==> config.mk <==
export PLATFORM = sky130hd
export DESIGN_NAME = led_matrix_frame_receiver_scanner
export DESIGN_NICKNAME = d
export VERILOG_FILES = /design/src/lmfrs_pkg.sv /design/src/lmfrs_ram.sv /design/src/lmfrs_front.sv /design/src/lmfrs_back.sv /design/src/led_matrix_frame_receiver_scanner.sv
export VERILOG_INCLUDE_DIRS = /design/src /design/src/src
export SDC_FILE = /design/constraint.sdc
export NUM_CORES = 1
export LEC_CHECK = 0
export BUFFER_PORTS_ARGS = -buffer_cell sky130_fd_sc_hd__buf_2
export CAP_MARGIN = 10
export CORE_MARGIN = 2
export CORE_UTILIZATION = 48
export CTS_CLUSTER_SIZE = 30
export DETAILED_ROUTE_END_ITERATION = 10
export GPL_TIMING_DRIVEN = 0
export PLACE_DENSITY = 0.75
export SLEW_MARGIN = 20
export SYNTH_ARGS = -nofsm -noshare
export SYNTH_HDL_FRONTEND = slang
export SYNTH_HIERARCHICAL = 1
export SYNTH_SLANG_ARGS = --single-unit
==> constraint.sdc <==
create_clock -name aclk -period 3.8 [get_ports aclk]
set_clock_uncertainty 0.05 [all_clocks]
set_input_delay 0.38 -clock aclk [delete_from_list [all_inputs] [get_ports aclk]]
set_output_delay 0.38 -clock aclk [all_outputs]
set_load 0.03 [all_outputs]
==> src/led_matrix_frame_receiver_scanner_assert.svh <==
// assertion macros shared by the frame receiver and scanner rtl
`ifndef LED_MATRIX_FRAME_RECEIVER_SCANNER_ASSERT_SVH
`define LED_MATRIX_FRAME_RECEIVER_SCANNER_ASSERT_SVH

`ifndef NO_ASSERTIONS

// same-cycle implication, checked outside reset
`define LMFRS_ASSERT_IMP(lbl, ante, cons) \
    lbl: assert property (@(posedge aclk) disable iff (!aresetn) (ante) |-> (cons)) \
        else $error("lmfrs assertion failed");

// next-cycle implication, checked outside reset
`define LMFRS_ASSERT_NXT(lbl, ante, cons) \
    lbl: assert property (@(posedge aclk) disable iff (!aresetn) (ante) |=> (cons)) \
        else $error("lmfrs assertion failed");

`else

`define LMFRS_ASSERT_IMP(lbl, ante, cons)
`define LMFRS_ASSERT_NXT(lbl, ante, cons)

`endif

`endif

==> src/lmfrs_pkg.sv <==
// shared types, constants and helpers for the frame receiver and scanner
`timescale 1ns / 1ps
`default_nettype none

package lmfrs_pkg;

    // default sizes
    localparam int FRAME_BYTES_DEF = 32;
    localparam int SCAN_ROWS_DEF   = 16;

    // request and result kinds
    localparam logic REQ_BYTE    = 1'b0;
    localparam logic REQ_REFRESH = 1'b1;
    localparam logic KIND_ACK    = 1'b0;
    localparam logic KIND_ROW    = 1'b1;

    // protocol bytes
    localparam logic [7:0] ADDR_FD  = 8'hFD;
    localparam logic [7:0] ADDR_FC  = 8'hFC;
    localparam logic [7:0] ADDR_FA  = 8'hFA;
    localparam logic [7:0] ADDR_F9  = 8'hF9;
    localparam logic [7:0] CMD_LOAD = 8'hAB;
    localparam logic [7:0] CMD_RING = 8'hAC;
    localparam logic [7:0] RING_ON  = 8'h31;

    // width of the one-hot row select in a shift word
    localparam int ROW_SEL_W = 16;

    // classified item passed from front to back
    typedef struct packed {
        logic       is_refresh;
        logic       is_addr;
        logic       is_load_cmd;
        logic       is_ring_cmd;
        logic       ring_on;
        logic [7:0] rev_byte;
    } item_t;

    function automatic logic [7:0] bit_rev8(input logic [7:0] v);
        logic [7:0] r;
        for (int b = 0; b < 8; b++) begin
            r[b] = v[7 - b];
        end
        return r;
    endfunction

    function automatic logic is_address(input logic [7:0] v);
        return (v == ADDR_FD) || (v == ADDR_FC) || (v == ADDR_FA) || (v == ADDR_F9);
    endfunction

endpackage

`default_nettype wire

==> src/lmfrs_ram.sv <==
// generic single-write, single-read ram with registered read data
`timescale 1ns / 1ps
`default_nettype none

module lmfrs_ram #(
    parameter int WIDTH = 8,
    parameter int DEPTH = 16,
    parameter int AW    = (DEPTH > 1) ? $clog2(DEPTH) : 1
) (
    input  wire logic             aclk,
    input  wire logic             we,
    input  wire logic [AW-1:0]    waddr,
    input  wire logic [WIDTH-1:0] wdata,
    input  wire logic             re,
    input  wire logic [AW-1:0]    raddr,
    output logic      [WIDTH-1:0] rdata
);

    logic [WIDTH-1:0] mem [DEPTH];

    // write port
    always_ff @(posedge aclk) begin
        if (we) begin
            mem[waddr] <= wdata;
        end
    end

    // registered read, held while re is low
    always_ff @(posedge aclk) begin
        if (re) begin
            rdata <= mem[raddr];
        end
    end

endmodule

`default_nettype wire

==> src/lmfrs_front.sv <==
// front end: accepts requests, decodes protocol bytes and queues them
`timescale 1ns / 1ps
`default_nettype none

module lmfrs_front (
    input  wire logic            aclk,
    input  wire logic            aresetn,
    input  wire logic            s_tvalid,
    output logic                 s_tready,
    input  wire logic [7:0]      s_tdata,   // rx_byte[7:0]
    input  wire logic            s_tuser,   // req_type[0]
    output logic                 q_vld,
    output lmfrs_pkg::item_t     q_item,
    input  wire logic            q_pop
);

    import lmfrs_pkg::*;

    item_t      ent_reg [2];
    logic       wptr_reg, wptr_next;
    logic       rptr_reg, rptr_next;
    logic [1:0] cnt_reg, cnt_next;
    item_t      dec;
    logic       push;

    // decode the incoming transaction
    always_comb begin
        dec.is_refresh  = (s_tuser == REQ_REFRESH);
        dec.is_addr     = is_address(s_tdata);
        dec.is_load_cmd = (s_tdata == CMD_LOAD);
        dec.is_ring_cmd = (s_tdata == CMD_RING);
        dec.ring_on     = (s_tdata == RING_ON);
        dec.rev_byte    = bit_rev8(s_tdata);
    end

    assign s_tready = (cnt_reg != 2'd2);
    assign push     = s_tvalid && s_tready;
    assign q_vld    = (cnt_reg != 2'd0);
    assign q_item   = ent_reg[rptr_reg];

    // queue pointers and fill level
    always_comb begin
        wptr_next = push  ? ~wptr_reg : wptr_reg;
        rptr_next = q_pop ? ~rptr_reg : rptr_reg;
        cnt_next  = cnt_reg + {1'b0, push} - {1'b0, q_pop};
    end

    always_ff @(posedge aclk) begin
        if (!aresetn) begin
            wptr_reg <= 1'b0;
            rptr_reg <= 1'b0;
            cnt_reg  <= 2'd0;
        end else begin
            wptr_reg <= wptr_next;
            rptr_reg <= rptr_next;
            cnt_reg  <= cnt_next;
        end
    end

    // queue storage
    always_ff @(posedge aclk) begin
        if (push) begin
            ent_reg[wptr_reg] <= dec;
        end
    end

endmodule

`default_nettype wire

==> src/lmfrs_back.sv <==
// back end: frame parser, banked frame store and row scanner with output register
`timescale 1ns / 1ps
`default_nettype none

module lmfrs_back #(
    parameter int FRAME_BYTES = lmfrs_pkg::FRAME_BYTES_DEF,
    parameter int SCAN_ROWS   = lmfrs_pkg::SCAN_ROWS_DEF
) (
    input  wire logic             aclk,
    input  wire logic             aresetn,
    input  wire logic             q_vld,
    input  wire lmfrs_pkg::item_t q_item,
    output logic                  q_pop,
    output logic                  m_tvalid,
    input  wire logic             m_tready,
    output logic [39:0]           m_tdata,
    output logic                  m_tuser,
    output logic                  m_tlast
);

    import lmfrs_pkg::*;

    `include "led_matrix_frame_receiver_scanner_assert.svh"

    localparam int BANK_DEPTH = (FRAME_BYTES + 1) / 2;
    localparam int AW         = (BANK_DEPTH > 1) ? $clog2(BANK_DEPTH) : 1;
    localparam int WI_W       = $clog2(FRAME_BYTES);
    localparam int ROW_W      = (SCAN_ROWS > 1) ? $clog2(SCAN_ROWS) : 1;

    typedef enum logic [1:0] {
        ST_IDLE = 2'b01,
        ST_SCAN = 2'b10
    } scan_state_t;

    typedef enum logic [3:0] {
        PH_IDLE = 4'b0001,
        PH_ADDR = 4'b0010,
        PH_LOAD = 4'b0100,
        PH_RING = 4'b1000
    } phase_t;

    typedef struct packed {
        logic             kind;
        logic [ROW_W-1:0] row;
        logic             last;
        logic             done;
        logic             lamp;
        logic             buzz;
        logic             even_ok;
        logic             odd_ok;
    } stage_t;

    scan_state_t      state_reg, state_next;
    logic [ROW_W-1:0] row_reg, row_next;
    phase_t           phase_reg, phase_next, phase_mid;
    logic [WI_W-1:0]  widx_reg, widx_next;
    logic             ring_reg, ring_next;
    logic             buzz_reg, buzz_next;
    logic [BANK_DEPTH-1:0] even_vld_reg, odd_vld_reg;
    logic             s1_vld_reg;
    stage_t           s1_reg, s1_next;
    logic             m_vld_reg;
    logic [39:0]      m_data_reg, m_data_next;
    logic             m_kind_reg, m_last_reg;

    logic             out_free, issue_ok, issue_row, issue_byte, row_last, done_flag;
    logic [ROW_W-1:0] row_cur;
    logic [31:0]      row32, s1_row32;
    logic             even_in, odd_in;
    logic [AW-1:0]    rd_addr, wr_addr;
    logic             wr_en, wr_odd;
    logic [7:0]       even_q, odd_q, even_b, odd_b;
    logic [ROW_SEL_W-1:0] sel;

    // handshake between stages
    assign out_free   = !m_vld_reg || m_tready;
    assign issue_ok   = !s1_vld_reg || out_free;
    assign issue_row  = issue_ok && (((state_reg == ST_IDLE) && q_vld && q_item.is_refresh)
                                     || (state_reg == ST_SCAN));
    assign issue_byte = issue_ok && (state_reg == ST_IDLE) && q_vld && !q_item.is_refresh;
    assign q_pop      = issue_ok && (state_reg == ST_IDLE) && q_vld;

    // current row and its store addresses
    assign row_cur  = (state_reg == ST_SCAN) ? row_reg : '0;
    assign row_last = (row_cur == ROW_W'(SCAN_ROWS - 1));
    assign row32    = 32'(row_cur);
    assign even_in  = (row32 * 32'd2) < 32'(FRAME_BYTES);
    assign odd_in   = (row32 * 32'd2 + 32'd1) < 32'(FRAME_BYTES);
    assign rd_addr  = AW'(row32);

    // store write for a loading byte
    assign wr_en   = issue_byte && (phase_reg == PH_LOAD);
    assign wr_addr = AW'(widx_reg >> 1);
    assign wr_odd  = widx_reg[0];

    // scan sequencer
    always_comb begin
        state_next = state_reg;
        row_next   = row_reg;
        buzz_next  = buzz_reg;
        if (issue_row) begin
            if (row_last) begin
                state_next = ST_IDLE;
                row_next   = '0;
                if (ring_reg) begin
                    buzz_next = ~buzz_reg;
                end
            end else begin
                state_next = ST_SCAN;
                row_next   = row_cur + 1'b1;
            end
        end
    end

    // frame parser
    always_comb begin
        phase_mid = phase_reg;
        widx_next = widx_reg;
        ring_next = ring_reg;
        done_flag = 1'b0;
        unique case (phase_reg)
            PH_LOAD: begin
                if (widx_reg == WI_W'(FRAME_BYTES - 1)) begin
                    widx_next = '0;
                    phase_mid = PH_IDLE;
                    done_flag = 1'b1;
                end else begin
                    widx_next = widx_reg + 1'b1;
                end
            end
            PH_RING: begin
                ring_next = q_item.ring_on;
                phase_mid = PH_IDLE;
            end
            PH_ADDR: begin
                if (q_item.is_load_cmd) begin
                    phase_mid = PH_LOAD;
                end else if (q_item.is_ring_cmd) begin
                    phase_mid = PH_RING;
                end else begin
                    phase_mid = PH_IDLE;
                end
            end
            PH_IDLE: phase_mid = PH_IDLE;
            default: phase_mid = PH_IDLE;
        endcase
        // address check also runs on the byte that closed a frame
        phase_next = ((phase_mid == PH_IDLE) && q_item.is_addr) ? PH_ADDR : phase_mid;
        if (!issue_byte) begin
            phase_next = phase_reg;
            widx_next  = widx_reg;
            ring_next  = ring_reg;
            done_flag  = 1'b0;
        end
    end

    // control registers
    always_ff @(posedge aclk) begin
        if (!aresetn) begin
            state_reg    <= ST_IDLE;
            row_reg      <= '0;
            phase_reg    <= PH_IDLE;
            widx_reg     <= '0;
            ring_reg     <= 1'b0;
            buzz_reg     <= 1'b1;
            even_vld_reg <= '0;
            odd_vld_reg  <= '0;
            s1_vld_reg   <= 1'b0;
            m_vld_reg    <= 1'b0;
        end else begin
            state_reg <= state_next;
            row_reg   <= row_next;
            phase_reg <= phase_next;
            widx_reg  <= widx_next;
            ring_reg  <= ring_next;
            buzz_reg  <= buzz_next;
            if (wr_en && !wr_odd) begin
                even_vld_reg[wr_addr] <= 1'b1;
            end
            if (wr_en && wr_odd) begin
                odd_vld_reg[wr_addr] <= 1'b1;
            end
            if (issue_row || issue_byte) begin
                s1_vld_reg <= 1'b1;
            end else if (out_free) begin
                s1_vld_reg <= 1'b0;
            end
            if (out_free) begin
                m_vld_reg <= s1_vld_reg;
            end
        end
    end

    // even and odd store banks
    lmfrs_ram #(.WIDTH(8), .DEPTH(BANK_DEPTH), .AW(AW)) u_even (
        .aclk  (aclk),
        .we    (wr_en && !wr_odd),
        .waddr (wr_addr),
        .wdata (q_item.rev_byte),
        .re    (issue_row),
        .raddr (rd_addr),
        .rdata (even_q)
    );

    lmfrs_ram #(.WIDTH(8), .DEPTH(BANK_DEPTH), .AW(AW)) u_odd (
        .aclk  (aclk),
        .we    (wr_en && wr_odd),
        .waddr (wr_addr),
        .wdata (q_item.rev_byte),
        .re    (issue_row),
        .raddr (rd_addr),
        .rdata (odd_q)
    );

    // read stage payload
    always_comb begin
        s1_next.kind    = issue_row ? KIND_ROW : KIND_ACK;
        s1_next.row     = row_cur;
        s1_next.last    = issue_row ? row_last : 1'b1;
        s1_next.done    = done_flag;
        s1_next.lamp    = ring_next;
        s1_next.buzz    = buzz_next;
        s1_next.even_ok = even_in && even_vld_reg[rd_addr];
        s1_next.odd_ok  = odd_in && odd_vld_reg[rd_addr];
    end

    always_ff @(posedge aclk) begin
        if (issue_row || issue_byte) begin
            s1_reg <= s1_next;
        end
    end

    // build the result word, unwritten store bytes read as all ones
    always_comb begin
        s1_row32 = 32'(s1_reg.row);
        even_b   = s1_reg.even_ok ? ~even_q : 8'hFF;
        odd_b    = s1_reg.odd_ok  ? ~odd_q  : 8'hFF;
        sel      = (s1_row32 < 32'(ROW_SEL_W)) ? (ROW_SEL_W'(1) << s1_row32[3:0]) : '0;
        m_data_next = '0;
        if (s1_reg.kind == KIND_ROW) begin
            m_data_next[31:0]  = {odd_b, even_b, sel};
            m_data_next[35:32] = s1_row32[3:0];
        end
        m_data_next[36] = s1_reg.done;
        m_data_next[37] = s1_reg.lamp;
        m_data_next[38] = s1_reg.buzz;
    end

    // output register
    always_ff @(posedge aclk) begin
        if (out_free && s1_vld_reg) begin
            m_data_reg <= m_data_next;
            m_kind_reg <= s1_reg.kind;
            m_last_reg <= s1_reg.last;
        end
    end

    assign m_tvalid = m_vld_reg;
    assign m_tdata  = m_data_reg;
    assign m_tuser  = m_kind_reg;
    assign m_tlast  = m_last_reg;

    // checks
    `LMFRS_ASSERT_IMP(a_done_only_on_ack, m_vld_reg && (m_kind_reg == KIND_ROW), !m_data_reg[36])
    `LMFRS_ASSERT_IMP(a_scan_row_nonzero, state_reg == ST_SCAN, row_reg != '0)
    `LMFRS_ASSERT_IMP(a_widx_only_loading, widx_reg != '0, phase_reg == PH_LOAD)
    `LMFRS_ASSERT_NXT(a_buzz_needs_ring, !ring_reg, $stable(buzz_reg))
    `LMFRS_ASSERT_IMP(a_no_pop_in_scan, state_reg == ST_SCAN, !q_pop)

endmodule

`default_nettype wire

==> src/led_matrix_frame_receiver_scanner.sv <==
// m_tvalid is registered; a request passes the queue, the read stage and the output register.
// Throughput while m_tready holds: one byte transaction per cycle outside a scan; a refresh gives
// SCAN_ROWS row words, one per cycle, set by one read per cycle in each of the even and odd banks.
// Reset: synchronous active-low aresetn clears parser, scanner and queue state and the per-entry
// valid bits of the frame store, so the store reads as all ones (8'hFF) with no clearing pass.
`timescale 1ns / 1ps
`default_nettype none

module led_matrix_frame_receiver_scanner #(
    parameter int FRAME_BYTES = lmfrs_pkg::FRAME_BYTES_DEF,
    parameter int SCAN_ROWS   = lmfrs_pkg::SCAN_ROWS_DEF
) (
    input  wire logic        aclk,
    input  wire logic        aresetn,
    input  wire logic        s_tvalid,
    output logic             s_tready,
    input  wire logic [7:0]  s_tdata,   // rx_byte[7:0]
    input  wire logic        s_tuser,   // req_type[0]
    output logic             m_tvalid,
    input  wire logic        m_tready,
    output logic [39:0]      m_tdata,   // shift_word[31:0], row_index[35:32], frame_done[36],
                                        // lamp_on[37], buzzer_level[38], zero[39]
    output logic             m_tuser,   // result_kind[0]
    output logic             m_tlast    // last
);

    import lmfrs_pkg::*;

    logic  q_vld;
    item_t q_item;
    logic  q_pop;

    // request decode and queue
    lmfrs_front u_front (
        .aclk     (aclk),
        .aresetn  (aresetn),
        .s_tvalid (s_tvalid),
        .s_tready (s_tready),
        .s_tdata  (s_tdata),
        .s_tuser  (s_tuser),
        .q_vld    (q_vld),
        .q_item   (q_item),
        .q_pop    (q_pop)
    );

    // parser, frame store and scanner
    lmfrs_back #(
        .FRAME_BYTES (FRAME_BYTES),
        .SCAN_ROWS   (SCAN_ROWS)
    ) u_back (
        .aclk     (aclk),
        .aresetn  (aresetn),
        .q_vld    (q_vld),
        .q_item   (q_item),
        .q_pop    (q_pop),
        .m_tvalid (m_tvalid),
        .m_tready (m_tready),
        .m_tdata  (m_tdata),
        .m_tuser  (m_tuser),
        .m_tlast  (m_tlast)
    );

endmodule

`default_nettype wire
== Word-level counts from Yosys, hierarchy flattened ==
Memories as Yosys holds them, arrays and structs flattened. A register that Yosys moved wholly into a read port is not among the register bits.
Index checks and enable logic that the tools add are counted.
Cells by class
  equal/unequal tests: 16
  multiplexer cells: 34
  shift-type cells: 1
  bitwise logic cells: 7
  div/mod/pow operators: 0
  reductions and logical operators: 29
  multiply operators: 0
  order comparisons: 5
  add/sub/neg operators: 5
Operators with widths (count)
  8-bit == test, second input constant: 6
  32-bit by 6-bit < comparator with 1-bit output, second input constant: 1
  16-bit bitwise OR: 2
  4-bit 2-to-1 mux: 6
  1-bit 2-to-1 mux: 20
  8-bit 2-to-1 mux: 2
  8-bit NOT: 2
  1-bit by 4-bit << shifter with 16-bit output, first input constant: 1
  1-bit logical AND: 15
  4-bit by 5-bit < comparator with 1-bit output, second input constant: 2
  1-bit binary-select mux with 4-bit select: 2
  4-bit == test, second input constant: 2
  8-bit by 6-bit == test with 1-bit output, second input constant: 1
  4-bit one-hot mux with 2 select lines: 1
  1-bit logical OR: 7
  5-bit by 1-bit adder with 6-bit output, second input constant: 1
  5-bit by 6-bit < comparator with 1-bit output, second input constant: 1
  5-bit by 1-bit adder with 5-bit output, second input constant: 1
  5-bit == test, second input constant: 1
  5-bit 2-to-1 mux: 1
  4-bit by 1-bit adder with 4-bit output, second input constant: 1
  1-bit demux with 4-bit select: 1
  4-bit by 1-bit == test with 1-bit output, second input constant: 1
  4-bit by 2-bit == test with 1-bit output, second input constant: 1
  12 further kinds: 18
Word-level totals
  word-level logic and storage cells: 125
  memory bits (writable): 282
  register bits: 107
  memories kept: 3
  output and inout bits: 44
  bits of input ports: 13
  latch bits: 0
  ROM bits: 0
Memories
  u_back.u_even.mem: depth 16, bits a word 8, rd ports 1, clocked after memory_dff 1, wr ports 1, line lmfrs_ram.sv:19  | logic [WIDTH-1:0] mem [DEPTH];
  u_back.u_odd.mem: depth 16, bits a word 8, rd ports 1, clocked after memory_dff 1, wr ports 1, line lmfrs_ram.sv:19
  u_front.ent_reg: depth 2, bits a word 13, rd ports 1, clocked after memory_dff 1, wr ports 1, line lmfrs_front.sv:19  | item_t ent_reg [2];

== Longest topological paths before layout ==
  depth after elaboration: 10
  depth in mapped cells: 9
  mapped depth without buffers: 8

== Modules after synthesis ==
Netlist, hierarchy kept.
By module, submodules not included
  lmfrs_ram: instances 2, area each 5227.5 µm², cells each 229
  lmfrs_back: instances 1, area each 4286.6 µm², cells each 385
  lmfrs_front: instances 1, area each 1277.5 µm², cells each 80

== Worst setup path before layout ==
OpenSTA, ideal clock, no wires.
  path type: register to register
  from: register (tool-made name)
  to: memory u_back.u_even.mem[0][0] (enable)
  path slack: 0.566 ns
  required time: 3.367 ns
  setup time: 0.383 ns
  data arrival time: 2.801 ns
  path buffers: 1
  cell stages (with the launch flop): 8
  path through: dfxtp_1 mux2_2 nor2_1 or4b_1 clkbuf_2 nor2_1 or3b_2 nor3_1
RTL lines (line)
  to (decl): lmfrs_ram.sv:19

==> impl_metrics.tcl <==
set metrics [dict create \
    placed_cell_area_mm2 0.0169 \
    drtIter0Drc 752 \
    synth_ff_type "edfxtp_1" \
    route.detailed.drc 0 \
    switching_share 0.247 \
    post-dp-hpwl_um 19700 \
    clock_sinks 406 \
    synth_cell_types 60 \
    synth_mux_area_frac 0.118 \
    cts_buffer_depth 3 \
    path_max_fanout 8 \
    r2r-end "u_back/u_odd/mem[1][7]" \
    critPathKind "flop to flop" \
    synthToLayoutAreaGrowth_pct 14.2 \
    drv_slew 0 \
    rsz0062_at_grt "yes" \
    finalCritPeriodShare 1.00 \
    power_density_mw_per_mm2 595 \
    crit_path_max_incr_delay_ns 0.68 \
    dieHeight_um 187 \
    grt_pass1_wl_um 48800 \
    layout_min_cycle_time_ns 3.81 \
    dr.pass1.iters 5 \
    worstSetupEndpoint "u_back/u_odd/mem[1][7]" \
    cts_root_buf "clkbuf_16" \
    p_leak_nw 5.95 \
    drt-total-wl_um 31600 \
    synth-seq-cells 406 \
    cp.arrival_ns 3.90 \
    final_area_mm2 0.0183 \
    crit_chain "mux2_2 -> nor2_1 -> nor4b_1 -> and2_1 -> or3b_2 -> nor2_1" \
    synth_top_cell_by_area "edfxtp_1" \
    yosysSeqAreaShare 0.726 \
    synth_top_area_frac 0.656 \
    diodes 0 \
    clkPwrFrac 0.362 \
    via_count 8565 \
    status "finished, violations left" \
    wire_per_inst_um 21.1 \
    drive_above_1_share 0.206 \
    netlist_top_cells_count "350 x edfxtp_1, 88 x nor2_1, 56 x dfxtp_1, 43 x nand2_1, 39 x mux4_2" \
    peakVddDrop_mv 0.348 \
    die-width_um 187 \
    async_reset_ff_frac 0 \
    fillers 2452 \
    hold_violations 0 \
    rows 66 \
    fin_nets 1040 \
    postCtsSetupBuffers 0 \
    gp_congestion 0.881 \
    clock.fmax_mhz 262 \
    viasPerCell 5.72 \
    setup_ws_ns -0.0139 \
    yosys.area_share.adder 0.00312 \
    seqPwrFrac 0.514 \
    netlist_instances 923 \
    setup_viol 8 \
    cts_max_level 2 \
    cap_violations 0 \
    cts_buffers 41 \
    syn_area_mm2 0.0160 \
    cpLargestDelayFamily "simple AND/OR/NAND/NOR gates" \
    drtAntennaViolNets 0 \
    grt_max_degree 33 \
    power_w 0.0109 \
    synth_top_family_by_area "multiplexers" \
    antenna_found_initial 0 \
    grt_usage 0.183 \
    power_frac_comb 0.124 \
    crit_slowest_cell "nor2_1" \
    synth_xor_area_frac 0.00273 \
    worst-path-buf-inv 0 \
    cp_num_cells 6 \
    clk-insertion-delay-late_ns 0.52 \
    r2r_setup_slack_ns -0.01 \
    grt_pass1_vias 8487 \
    synth_compound_area_frac 0.0577 \
    critPathCaptureType "flop" \
    utilization 0.559 \
    start_util 0.490 \
    worst-endpoint-required_ns 3.89 \
    yosysWarnings 6 \
    tightestPinTransition_ns 1.11 \
    p_sw_w 0.00269 \
    clkTransAtPathRegs_ns 0.06 \
    core_mm2 0.0327 \
    grt_overflow 0 \
    tritoncts "yes" \
    hold_path.startpoint "s_tdata[4]" \
    portBuffers 55 \
    max-slew-margin-rel 0.256 \
    internal_power_w 0.00820 \
    worst_setup_path_start_kind "flop" \
    crit_top_cell "nor2_1" \
    yosysMostFrequentCell "edfxtp_1" \
    synth_area_leaders "edfxtp_1 66%, dfxtp_1 7.0%, mux4_2 5.5%, mux4_1 4.6%, nor2_1 2.1%" \
    synthSimpleGateAreaFrac 0.0740 \
    violations "setup timing" \
    syn_avg_cell_area_um2 17.4 \
    synth_edf_count 350 \
    reg2reg_depth 6 \
    hp-class "primary input to flop" \
    dieArea_mm2 0.0349 \
    synth_fp_nets 940 \
    ios 57 \
]
[power by group through the flow]
stage | clock network (W) | registers [W] | logic [W]
6_report | 0.00394 | 0.00559 | 0.00135
5_1_grt | 0.00420 | 0.00563 | 0.00146
4_1_cts | 0.00402 | 0.00560 | 0.00136
3_5_place_dp | 0 | 0.00569 | 0.00136
3_3_place_gp | 0 | 0.00569 | 0.00129
2_1_floorplan | 0 | 0.00588 | 0.000661
[layout by cell type, fill, tap and decap left out, types with 5 or more instances in the layout]
cell             count
o21a_1              34
nand2_1             43
nor2b_1              9
nand3_1              9
a21boi_0            23
nand2b_1            13
edfxtp_1           350
a22oi_1             34
nor2_1              84
nor3_2               7
clkbuf_16           43
clkdlybuf4s25_2      6
o21ai_0             11
nand3b_1             8
buf_2               62
mux4_2              39
buf_6                6
mux4_1              28
a21oi_1              5
clkinv_2             6
mux2i_1              8
and2_1              15
mux2_2              17
dfxtp_1             56
inv_1               10
clkbuf_1            30
nor3_1               9
[cell type report]
cell class              count  area, um^2  share of cell area
flip-flops and latches    406       11600               0.636
clock inverters            18         196              0.0107
plain buffers              41         258              0.0141
multi-input cells         466        4160               0.227
repair buffers             57         305              0.0167
well taps                 442         553              0.0302
clock buffers              57        1150              0.0628
inverters                  10        37.5             0.00205
[metal layers]
| metal | vias to the layer above | share of wire | GRT usage | routed length (um) |
|---|---|---|---|---|
| met4 | 0 | 0.029 | 0.0693 | 925 |
| met2 | 319 | 0.50 | 0.309 | 15700 |
| met3 | 71 | 0.066 | 0.0265 | 2080 |
| li1 | 3850 | - | - | - |
| met5 | - | 0 | 0 | 0 |
| met1 | 4325 | 0.41 | 0.242 | 12800 |
[worst min-delay path by stage]
stage	endpoint	cells past startpoint
6_report	u_front/ent_reg[0][3]	1
5_1_grt	u_front/ent_reg[0][1]	1
4_1_cts	u_front/ent_reg[0][1]	1
3_5_place_dp	u_back/m_tlast	0
3_3_place_gp	u_back/m_tlast	0
2_1_floorplan	u_back/m_tdata[36]	0
[stage by stage]
step | instances | hold slack, ns | setup TNS (ns) | worst slack (ns)
2_1_floorplan | 923 | 0.350 | 0 | 0.566
3_3_place_gp | 1420 | 0.352 | -2.20 | -0.140
3_5_place_dp | 1421 | 0.355 | 0 | 0.111
4_1_cts | 1497 | 0.0128 | 0 | 0.0521
5_1_grt | 1497 | 0.0238 | -2.69 | -0.132
6_report | 1497 | 0.0354 | -0.0785 | -0.0139
[kinds of logic (layout without fill, tap and decap cells)]
kind of cell / after synthesis / in the layout
mux: 92 / 92
buf+inv: 51 / 183
fa+ha+maj: 4 / 4
other cells: 1 / 1
xor+xnor: 5 / 5
simple gates: 236 / 236
compound gates: 128 / 128
flops: 406 / 406
[worst register-to-register path, cell delays in order, from the launching register on]
cell and delay [ns]:
dfxtp_1 0.39, mux2_2 0.43, nor2_1 0.29, nor4b_1 0.66, and2_1 0.37, or3b_2 0.55, nor2_1 0.69
[repair_timing]
item / 4_1_cts / 5_1_grt
hold endpoints to repair: 2 / 0
gates resized for setup: 0 / 5
setup endpoints to repair: 0 / 55
hold buffers: 1 / 0
Power figures use the tool's default switching activity.
